## config.mk

```make
export PLATFORM = sky130hd
export DESIGN_NAME = chp_round
export DESIGN_NICKNAME = d
export VERILOG_FILES = /design/src/rtl/chp_pkg.sv /design/src/rtl/chp_round.sv
export SDC_FILE = /design/constraint.sdc
export NUM_CORES = 1
export LEC_CHECK = 0
export CAP_MARGIN = 20
export CORE_ASPECT_RATIO = 0.6
export CORE_MARGIN = 2
export CORE_UTILIZATION = 65
export CTS_CLUSTER_DIAMETER = 150
export DETAILED_ROUTE_END_ITERATION = 12
export DONT_BUFFER_PORTS = 1
export HOLD_SLACK_MARGIN = 0.06
export PLACE_DENSITY_LB_ADDON = 0.3
export SLEW_MARGIN = 5
export SYNTH_ARGS = -nofsm -noshare
export SYNTH_HDL_FRONTEND = slang
export SYNTH_SLANG_ARGS = --single-unit
export TNS_END_PERCENT = 20
```

## constraint.sdc

```tcl
create_clock -name clk -period 6.8 [get_ports clk]
set_clock_uncertainty 0.1 [all_clocks]
set_input_delay 1.02 -clock clk [delete_from_list [all_inputs] [get_ports clk]]
set_output_delay 1.02 -clock clk [all_outputs]
set_load 0.02 [all_outputs]
```

## src/rtl/chp_pkg.sv

```systemverilog
// Shared types, constants and angle tables for the compass heading pipeline.
package chp_pkg;

  localparam int COORD_WIDTH_DEF     = 32;
  localparam int CORDIC_STAGES_DEF   = 20;
  localparam int ANGLE_FRAC_BITS_DEF = 10;

  localparam int HEAD_INT_BITS = 9;
  localparam int QUAD_INT_BITS = 7;

  localparam int NORM_W = 60;
  localparam int XW     = 64;
  localparam int ZW     = 48;
  localparam int ZU     = 47;

  localparam int DEG_QUARTER = 90;
  localparam int DEG_HALF    = 180;
  localparam int DEG_3Q      = 270;
  localparam int DEG_FULL    = 360;

  localparam logic [63:0] DEG_UNIT       = 64'd1000000000000;
  localparam logic [63:0] HALF_UNIT      = 64'd500000000000;
  localparam logic [63:0] QUARTER_E12    = 64'd90000000000000;
  localparam logic [63:0] RAD_IN_DEG_E12 = 64'd57295779513082;

  // The degree unit splits into 2^12 times the odd factor 5^12.
  localparam int          DIV_POW2  = 12;
  localparam int          ODD_SHIFT = 27;
  localparam int          ODD_W     = 28;
  localparam logic [63:0] DIV_ODD   = 64'd244140625;

  localparam int ATAN_LEN = 17;

  localparam logic [63:0] ATAN_TAB [ATAN_LEN] = '{
    64'd45000000000000, 64'd26565051177078, 64'd14036243467926,
    64'd7125016348902,  64'd3576334374997,  64'd1789910608246,
    64'd895173710211,   64'd447614170861,   64'd223810500369,
    64'd111905677066,   64'd55952891894,    64'd27976452617,
    64'd13988227142,    64'd6994113675,     64'd3497056851,
    64'd1748528427,     64'd874264214
  };

  typedef enum logic [1:0] {
    DIR_N,
    DIR_E,
    DIR_S,
    DIR_W
  } axis_dir_t;

  typedef struct packed {
    logic      axis;
    axis_dir_t dir;
    logic      neg_x;
    logic      neg_y;
  } chp_ctl_t;

  function automatic logic [ZW-1:0] stage_angle(input int unsigned i);
    logic [63:0] v;
    if (i < ATAN_LEN) begin
      v = ATAN_TAB[i[4:0]];
    end else begin
      v = (RAD_IN_DEG_E12 + (64'd1 << (i - 1))) >> i;
    end
    return v[ZW-1:0];
  endfunction

endpackage

```

## src/rtl/chp_round.sv

```systemverilog
// Clamp of the quadrant angle and pipelined rounding division to the output unit.
module chp_round #(
  parameter int FRAC = chp_pkg::ANGLE_FRAC_BITS_DEF
) (
  input  logic                          clk,
  input  logic                          rst,
  input  logic                          ce,
  input  logic                          in_valid,
  input  logic signed [chp_pkg::ZW-1:0] in_z,
  input  chp_pkg::chp_ctl_t             in_ctl,
  output logic                          out_valid,
  output logic [chp_pkg::QUAD_INT_BITS+FRAC-1:0] out_a,
  output chp_pkg::chp_ctl_t             out_ctl
);
  import chp_pkg::*;

  localparam int NW  = ZU + FRAC;
  localparam int QB  = QUAD_INT_BITS + FRAC;
  localparam int PW  = NW - DIV_POW2;
  localparam int TW  = PW - ODD_SHIFT;
  localparam int RS  = TW + 2;
  localparam int PRW = TW + RS;
  localparam int RW  = ODD_W + 1;

  localparam logic [ODD_W-1:0] ODD   = ODD_W'(DIV_ODD);
  localparam logic [RS-1:0]    RECIP = RS'((64'd1 << (RS + ODD_SHIFT)) / DIV_ODD);

  logic [ZW-1:0] zu;
  logic [ZU-1:0] zc;
  logic          vc;
  chp_ctl_t      cc;
  logic [PW-1:0] num;
  logic          vn;
  chp_ctl_t      cn;

  logic [QB-1:0] qe1;
  logic [PW-1:0] np1;
  logic          vq1;
  chp_ctl_t      cq1;

  logic [QB-1:0] qe2;
  logic [PW-1:0] np2;
  logic [PW-1:0] qd2;
  logic          vq2;
  chp_ctl_t      cq2;

  logic [QB-1:0] qe3;
  logic [RW-1:0] rem3;
  logic          vq3;
  chp_ctl_t      cq3;

  logic [QB-1:0] q4;
  logic          vq4;
  chp_ctl_t      cq4;

  assign zu = in_z;

  always_ff @(posedge clk) begin
    if (rst) begin
      vc  <= 1'b0;
      vn  <= 1'b0;
      vq1 <= 1'b0;
      vq2 <= 1'b0;
      vq3 <= 1'b0;
      vq4 <= 1'b0;
    end else if (ce) begin
      vc  <= in_valid;
      vn  <= vc;
      vq1 <= vn;
      vq2 <= vq1;
      vq3 <= vq2;
      vq4 <= vq3;
    end
  end

  // The estimate from the top bits is at most one below the true quotient,
  // so a single compare of the remainder finishes the division.
  always_ff @(posedge clk) begin
    if (ce) begin
      cc <= in_ctl;
      if (in_z[ZW-1]) begin
        zc <= '0;
      end else if (zu > ZW'(QUARTER_E12)) begin
        zc <= ZU'(QUARTER_E12);
      end else begin
        zc <= zu[ZU-1:0];
      end
      cn  <= cc;
      num <= PW'(((NW'(zc) << FRAC) + NW'(HALF_UNIT)) >> DIV_POW2);

      cq1 <= cn;
      np1 <= num;
      qe1 <= QB'((PRW'(num[PW-1 -: TW]) * PRW'(RECIP)) >> RS);

      cq2 <= cq1;
      np2 <= np1;
      qe2 <= qe1;
      qd2 <= PW'(qe1) * PW'(ODD);

      cq3  <= cq2;
      qe3  <= qe2;
      rem3 <= RW'(np2 - qd2);

      cq4 <= cq3;
      q4  <= qe3 + QB'(rem3 >= RW'(ODD));
    end
  end

  assign out_valid = vq4;
  assign out_a     = q4;
  assign out_ctl   = cq4;

endmodule

```

==> reports/metrics.cfg, run 1 <==
[worst_setup_path]
reg2reg_slack_ns=0.48
r2r-start=num[35]
critPathLaunchType=register
rr_worst_depth=20
r2r-end=qe1[14]
critPathRequiredTime_ns=7.00
critical_path.max_fanout=6
crit_type=register to register
cp_data_arrival_time_ns=6.53
critPathCaptureType=register

[run_status]
outcome=finished clean

[yosys]
synth_fp_nets=2320
yosysUniqueCellTypes=60
yosysWarnings=0
synth_top_area_cell=edfxtp_1
postSynthAreaPerCell_um2=12.21
synth_commonest_cells=inv_1, edfxtp_1, ha_1
ys_ff_latch=307
synth_top_area_share_pct=41.10
synth-edff-count=301
ys_seq_area_share_pct=41.65
ys.flop_type=edfxtp_1
netlist_instances=1801
syn_area_mm2=0.02199
synth.most_common_cell=inv_1
async_flop_share_pct=0
synth_area_leaders=edfxtp_1, ha_1, fa_1

[timing]
rsz0062_at_grt=false
finalHoldViolCount=0
fin_crit_sh_pct=92.96
slew_headroom_pct=11.79
finalSetupTns_ns=0
setup_violations=0
fmax_ghz=0.1582
drv_slew=0
fin_crit_ns=6.321
tightest_slew_ns=1.323

[detailed_routing]
wl_per_cell_um=19.70
ant_nets=0
drt_first_pass_iters=6
vias_per_cell=5.674
drt-total-wl_um=45430
vias=13090
drtIter0Drc=1092
drc=0

[die]
pin_count=80
initial_core_util_pct=65.63
die-area_mm2=0.03537
die_w_um=241.5
fp.dieH_um=146.5
core_mm2=0.03351
row_count=52

[clocking]
root_buffer=clkbuf_16
tritoncts=built
ctsHoldBuffers=0
cts_buffers=29
htreeDepth=1
clock_sinks=307
clk_latency_ns=0.56
cts_setup_buffers=0
cts_resized=0
clk_pin_slew_ns=0.06
cts_buffer_depth=3

[layout]
drive_gt1_share_pct=3.411
layout-area-overhead-vs-synth_pct=6.793
nets=2343
antenna_cells=0
utilization_pct=70.09

[global_route]
grt_pass1_vias=13330
grt-ovfl-total=0
grt_pass1_wl_um=72310
grt_max_degree=308
antenna_found_initial=0
track_usage_pct=26.88

[place]
place.gp.congestion=1.071
portBuffers=0
place_hpwl_um=36380

[worst_hold_path]
min_to=qe3[7]
holdPathStages=0
hold_start=qe2[7]
hold_class=register to register

[flow_run]
cap_violations=0

cell usage in the layout, fill, tap and decap left out, drive strengths merged, types with 9 or more instances in the layout:
cell type and count:
fa 175, a211oi 13, nor2 59, xor2 53, edfxtp 301, nor4 11
xnor2 92, o21a 15, ha 287, o21bai 11, nor3 19, o211ai 13
a21oi 76, o21ai 31, and3 16, clkbuf 38, a21o 30, nand2 50
and2 34, nor2b 9, inv 364, nand3 35
critical path: stages (launching register included):
cell and delay (ns):
edfxtp_1 0.48, ha_1 0.45, xor2_1 0.18, ha_1 0.28, inv_1 0.06, fa_1 0.50
inv_1 0.05, fa_1 0.46, fa_1 0.55, inv_1 0.06, fa_1 0.57, inv_1 0.05
ha_1 0.30, a211oi_1 0.20, o21ai_0 0.21, a2111oi_4 0.41, o21ai_2 0.17, a221oi_4 0.37
a211oi_1 0.18, o21a_1 0.21, o31a_1 0.23
through the flow:
stage / instance area (um2) / hold slack [ns] / instances / setup WS [ns]
2_1_floorplan: 21990 / 0.3003 / 1801 / 0.9869
3_3_place_gp: 22550 / 0.3014 / 2252 / 0.5936
3_5_place_dp: 22550 / 0.3045 / 2252 / 0.4911
4_1_cts: 23490 / 0.3151 / 2306 / 0.4534
5_1_grt: 23490 / 0.3164 / 2306 / 0.1719
6_report: 23490 / 0.3155 / 2306 / 0.4787
layout make-up:
| type | count | area, um2 |
|---|---|---|
| Timing Repair Buffer | 3 | 22.52 |
| Clock inverter | 16 | 171.4 |
| Inverter | 360 | 1351 |
| Sequential cell | 307 | 9159 |
| Tap cell | 459 | 574.3 |
| Clock buffer | 38 | 759.5 |
| Fill cell | 2356 | 10020 |
| Multi-Input combinational cell | 1123 | 11450 |
kinds of logic after synthesis:
family | share of synthesized area (%)
compound gates | 7.271
xor+xnor | 5.775
fa+ha+maj | 32.26
buf+inv | 6.338
flops | 41.65
mux | 0.2731
simple gates | 6.435
state kept, by name, summed over array words and instances (netlist names), 17 cells and up:
signal and flops:
qe2 17, zc 46, np2 29, np1 29, qe3 17, qe1 17, qd2 25, rem3 29
num 45, out_a 17
per-layer routing:
metal  vias up  GRT usage (%)  routed length, um
met4         0          3.549                524
met3        36          7.752               4306
met2       464          36.25              18110
li1       6198              -                  -
met5         -              0                  0
met1      6387          43.84              22490
worst max-delay path by stage:
stage | start | endpoint | slack (ns) | cells after the start
after global placement | num[35] | qe1[14] | 0.59 | 20
final | num[35] | qe1[14] | 0.48 | 20
after floorplan | num[35] | qe1[14] | 0.99 | 20
after detailed placement | num[35] | qe1[14] | 0.49 | 20
after global routing | num[34] | qe1[14] | 0.17 | 20
after CTS | num[35] | qe1[14] | 0.45 | 20
Power of run 1 is left out: the tool's default activity adds up to more than one toggle a clock period on the data nets, which glitch-free logic cannot reach.
==> run 2, diff against run 1 <==
- CORE_MARGIN: 2 -> unset
- RECOVER_POWER: unset -> 50
- SKIP_LAST_GASP: unset -> 1
==> run 2 against run 1 <==
Net effect:
- count of clock-buffer cells in the layout decreased by 5
- register-to-register slack worse by 0.05 ns
- cell count fell by 0.56%
- highest routed layer unchanged
- flip-flop and latch count unchanged
==> reports/metrics.cfg, run 2 (synthesis results as in run 1) <==
[run_status]
outcome=finished clean

[detailed_routing]
vias=13180  ; +0.69%
vias_per_cell=5.746  ; +1.3%
ant_nets=0  ; unchanged
drt-total-wl_um=45210  ; -0.48%
drtIter0Drc=1074  ; -1.6%
wl_per_cell_um=19.72  ; about the same
drc=0  ; unchanged
drt_first_pass_iters=6  ; unchanged

[worst_setup_path]
crit_type=register to register
critPathLaunchType=register
critPathCaptureType=register
critPathRequiredTime_ns=7.01  ; about the same
cp_data_arrival_time_ns=6.58  ; +0.05 ns
critical_path.max_fanout=6  ; unchanged

[die]
pin_count=80  ; unchanged
die_w_um=239.5  ; -0.83%
core_mm2=0.03286  ; -1.9%
row_count=51  ; -1.9%
initial_core_util_pct=66.92  ; +1.3 points
die-area_mm2=0.03460  ; -2.2%
fp.dieH_um=144.5  ; -1.4%

[timing]
fin_crit_ns=6.368  ; +0.04710 ns
rsz0062_at_grt=false
finalSetupTns_ns=0  ; unchanged
fmax_ghz=0.1570  ; -0.74%
tightest_slew_ns=0.8006  ; -0.5225 ns
finalHoldViolCount=0  ; unchanged
fin_crit_sh_pct=93.65  ; +0.69 points
drv_slew=0  ; unchanged
whs_ns=0.3160  ; +0.0005290 ns
setup_violations=0  ; unchanged
slew_headroom_pct=46.63  ; +35 points

[place]
place_hpwl_um=36440  ; +0.17%
place.gp.congestion=0.9471  ; -12%
portBuffers=0  ; unchanged

[global_route]
antenna_found_initial=0  ; unchanged
track_usage_pct=27.51  ; +0.64 points
grt_pass1_wl_um=71530  ; -1.1%
grt_max_degree=308  ; unchanged
grt_pass1_vias=13190  ; -1.1%
grt-ovfl-total=0  ; unchanged

[clocking]
cts_buffers=28  ; -3.4%
ctsHoldBuffers=0  ; unchanged
tritoncts=built
cts_buffer_depth=3  ; unchanged
clk_pin_slew_ns=0.07  ; about the same
htreeDepth=1  ; unchanged
cts_resized=0  ; unchanged
clk_latency_ns=0.57  ; about the same
clock_sinks=307  ; unchanged
root_buffer=clkbuf_16
cts_setup_buffers=0  ; unchanged

[flow_run]
cap_violations=0  ; unchanged

[layout]
nets=2342  ; -0.043%
mostFrequentLayoutCell=inv_1
antenna_cells=0  ; unchanged
top_regs=zc x46, num x45
layout_common_cells=inv_1, edfxtp_1, ha_1
drive_gt1_share_pct=3.039  ; -0.37 points
regMostFlops=zc
layout-area-overhead-vs-synth_pct=6.349
largest_reg_flops=46  ; unchanged

[worst_hold_path]
hold_class=register to register

## run 2: path summary, 6_finish.rpt
| check | start | end | slack [ns] | cells after the start |
|---|---|---|---|---|
| worst max-delay path | num[34] | qe1[14] | 0.43 | 20 |
| worst min-delay path | qe2[16] | qe3[16] | 0.32 | 0 |
| worst max register to register | num[34] | qe1[14] | 0.43 | 20 |
| worst min register to register | qe2[16] | qe3[16] | 0.32 | 0 |
## run 2: worst max-delay path, stage by stage (launching register included)
cell and delay [ns]:
edfxtp_1 0.51, ha_1 0.49, xor2_1 0.20, ha_1 0.19
a21oi_1 0.16, fa_1 0.44, inv_1 0.09, fa_1 0.43
fa_1 0.55, inv_1 0.05, fa_1 0.53, inv_1 0.04
ha_1 0.30, a211oi_1 0.19, o21ai_0 0.24, a2111oi_4 0.46
o21ai_2 0.17, a221oi_4 0.34, a211oi_1 0.17, o21a_1 0.20
o31a_1 0.24
## run 2: through the flow
| stage | area (um2) | std cells | setup slack [ns] | util, % |
|---|---|---|---|---|
| after floorplan | 21990 | 1801 | 0.9869 | - |
| after global placement | 22540 | 2243 | 0.6049 | 68.60 |
| after detailed placement | 22540 | 2243 | 0.4854 | 68.60 |
| after CTS | 23390 | 2293 | 0.4644 | 71.19 |
| after global routing | 23390 | 2293 | 0.1372 | 71.17 |
| final | 23390 | 2293 | 0.4316 | 71.17 |
## run 2: cell type report
type	instances	area, um2
multi-input combinational	1123	11450
tap	450	563.0
fill	2253	9475
clock buffer	33	719.4
sequential	307	9159
inverter	360	1351
timing repair buffer	3	15.01
clock inverter	17	132.6
## run 2: layer usage
metal / global-route usage, % / routed length [um]
met1: 43.24 / 22380
met3: 7.692 / 4528
met2: 38.20 / 17750
met4: 4.420 / 561
met5: 0 / 0
Power of run 2 is left out for the same reason.
==> run 3, diff against run 2 <==
- CORE_UTILIZATION: 65 -> 30
- CTS_CLUSTER_DIAMETER: 150 -> 50
- PLACE_DENSITY_LB_ADDON: 0.3 -> unset
==> run 3 against run 2 <==
Net effect:
- critical path depth unchanged
- flip-flop and latch count unchanged
- core utilization decreased by 37 points
- wire length increased by 8.1%
- via count decreased by 2.3%
- maximum frequency decreased by 1.8%
- die area increased by 120%
- register-to-register slack got worse by 0.12 ns
==> reports/metrics.cfg, run 3 (synthesis results as in run 1) <==
[worst_hold_path]
hold_class=register to register

[flow_run]
cap_violations=0  ; unchanged

[die]
die-area_mm2=0.07443  ; +120%
initial_core_util_pct=30.47  ; -36 points
pin_count=80  ; unchanged
row_count=76  ; +49%
fp.dieH_um=211.7  ; +47%
core_mm2=0.07217  ; +120%
die_w_um=351.5  ; +47%

[worst_setup_path]
path_cells=ha_1, xor2_1, ha_1, inv_1, fa_1, inv_1, fa_1, fa_1, inv_1, fa_1, inv_1, ha_1, a211oi_1, o21ai_0, a2111oi_4, o21ai_2, a221oi_4, a211oi_1, o21a_1, o31a_1
rr_worst_depth=20  ; unchanged
slowest_stage=fa_1
cp_data_arrival_time_ns=6.68  ; +0.10 ns
slowest_delay_ns=0.55  ; about the same
critPathLaunch=num[35]
crit_path_end=qe1[14]
crit_type=register to register
r2r-end=qe1[14]
critPathCaptureType=register
critPathRequiredTime_ns=7.00  ; about the same
critPathLaunchType=register
crit_buf_inv=4  ; +1
cp.depth=20  ; unchanged
reg2reg_slack_ns=0.32  ; -0.12 ns
cpLargestDelayFamily=adder cells
r2r-start=num[35]
critical_path.max_fanout=6  ; unchanged

[timing]
fin_crit_ns=6.484  ; +0.1159 ns
tightest_slew_ns=1.225  ; +0.4245 ns
fmax_ghz=0.1542  ; -1.8%
finalHoldViolCount=0  ; unchanged
fin_crit_sh_pct=95.36  ; +1.7 points
setup_violations=0  ; unchanged
finalSetupTns_ns=0  ; unchanged
rsz0062_at_grt=false
slew_headroom_pct=18.33  ; -28 points
drv_slew=0  ; unchanged

[detailed_routing]
drc=0  ; unchanged
drtIter0Drc=953  ; -11%
vias_per_cell=4.527  ; -21%
ant_nets=0  ; unchanged
drt-total-wl_um=48890  ; +8.1%
wl_per_cell_um=17.20  ; -13%
drt_first_pass_iters=5  ; -1
vias=12870  ; -2.3%

[layout]
regMostFlops=zc
layout-area-overhead-vs-synth_pct=11.24
nets=2357  ; +0.64%
antenna_cells=0  ; unchanged
largest_reg_flops=46  ; unchanged
mostFrequentLayoutCell=inv_1
drive_gt1_share_pct=4.446  ; +1.4 points
layout_common_cells=inv_1, edfxtp_1, ha_1
top_regs=zc x46, num x45

[clocking]
clk_pin_slew_ns=0.06  ; about the same
cts_buffer_depth=3  ; unchanged
root_buffer=clkbuf_16
cts_setup_buffers=0  ; unchanged
clock_sinks=307  ; unchanged
cts_buffers=37  ; +32%
tritoncts=built
cts_resized=0  ; unchanged
htreeDepth=2  ; +1
ctsHoldBuffers=0  ; unchanged
clk_latency_ns=0.58  ; about the same

[global_route]
grt_max_degree=308  ; unchanged
track_usage_pct=13.57  ; -14 points
grt_pass1_vias=13240  ; +0.45%
grt_pass1_wl_um=77250  ; +8.0%
antenna_found_initial=0  ; unchanged
grt-ovfl-total=0  ; unchanged

[run_status]
outcome=finished clean

[place]
portBuffers=0  ; unchanged
place_hpwl_um=38750  ; +6.3%
place.gp.congestion=0.8927  ; -5.7%

[run 3: stage by stage]
stage               cells  hold WS [ns]  util (%)  setup slack [ns]  cell area, um2
floorplan            1801        0.3003         -            0.9869           21990
global placement     2774        0.3001     32.21            0.3292           23240
detailed placement   2774        0.3045     32.21            0.2947           23240
CTS                  2842        0.3070     33.91            0.2518           24480
global route         2842        0.3169     33.89           0.01642           24460
finish               2842        0.3105     33.89            0.3157           24460
[run 3: area by class of cell]
type                       count  area, um2
inverter                     360       1351
tap                          975       1220
multi-input combinational   1123      11450
sequential                   307       9159
timing repair buffer           9      52.55
clock inverter                25      261.5
fill                        7109      47710
clock buffer                  43      969.7
[run 3: worst reg2reg max path, delay by kind of cell, from the launching register on]
family / cells / cell delay [ns]
AOI/OAI and AO/OA: 8 / 2.07
xor gates and xnor gates: 1 / 0.19
adders and majority gates: 7 / 3.16
buffers and inverters: 4 / 0.21
DFF: 1 / 0.49
[run 3: how the worst min path moves through the flow]
stage	start	endpoint	depth (start not counted)
floorplan	cc[0]	cn[0]	0
global placement	cn[3]	cq1[3]	0
global route	qe2[10]	qe3[10]	0
detailed placement	num[8]	np1[8]	0
finish	qe2[10]	qe3[10]	0
CTS	qe2[10]	qe3[10]	0
[run 3: routing by layer]
layer / routed length, um / share of wire, % / vias up / track usage (%)
li1: - / - / 6233 / -
met1: 27750 / 57 / 6315 / 22.85
met2: 17870 / 37 / 281 / 16.93
met3: 2585 / 5.3 / 38 / 2.768
met4: 687 / 1.4 / 0 / 2.849
met5: 0 / 0 / - / 0
Power of run 3 is left out for the same reason.
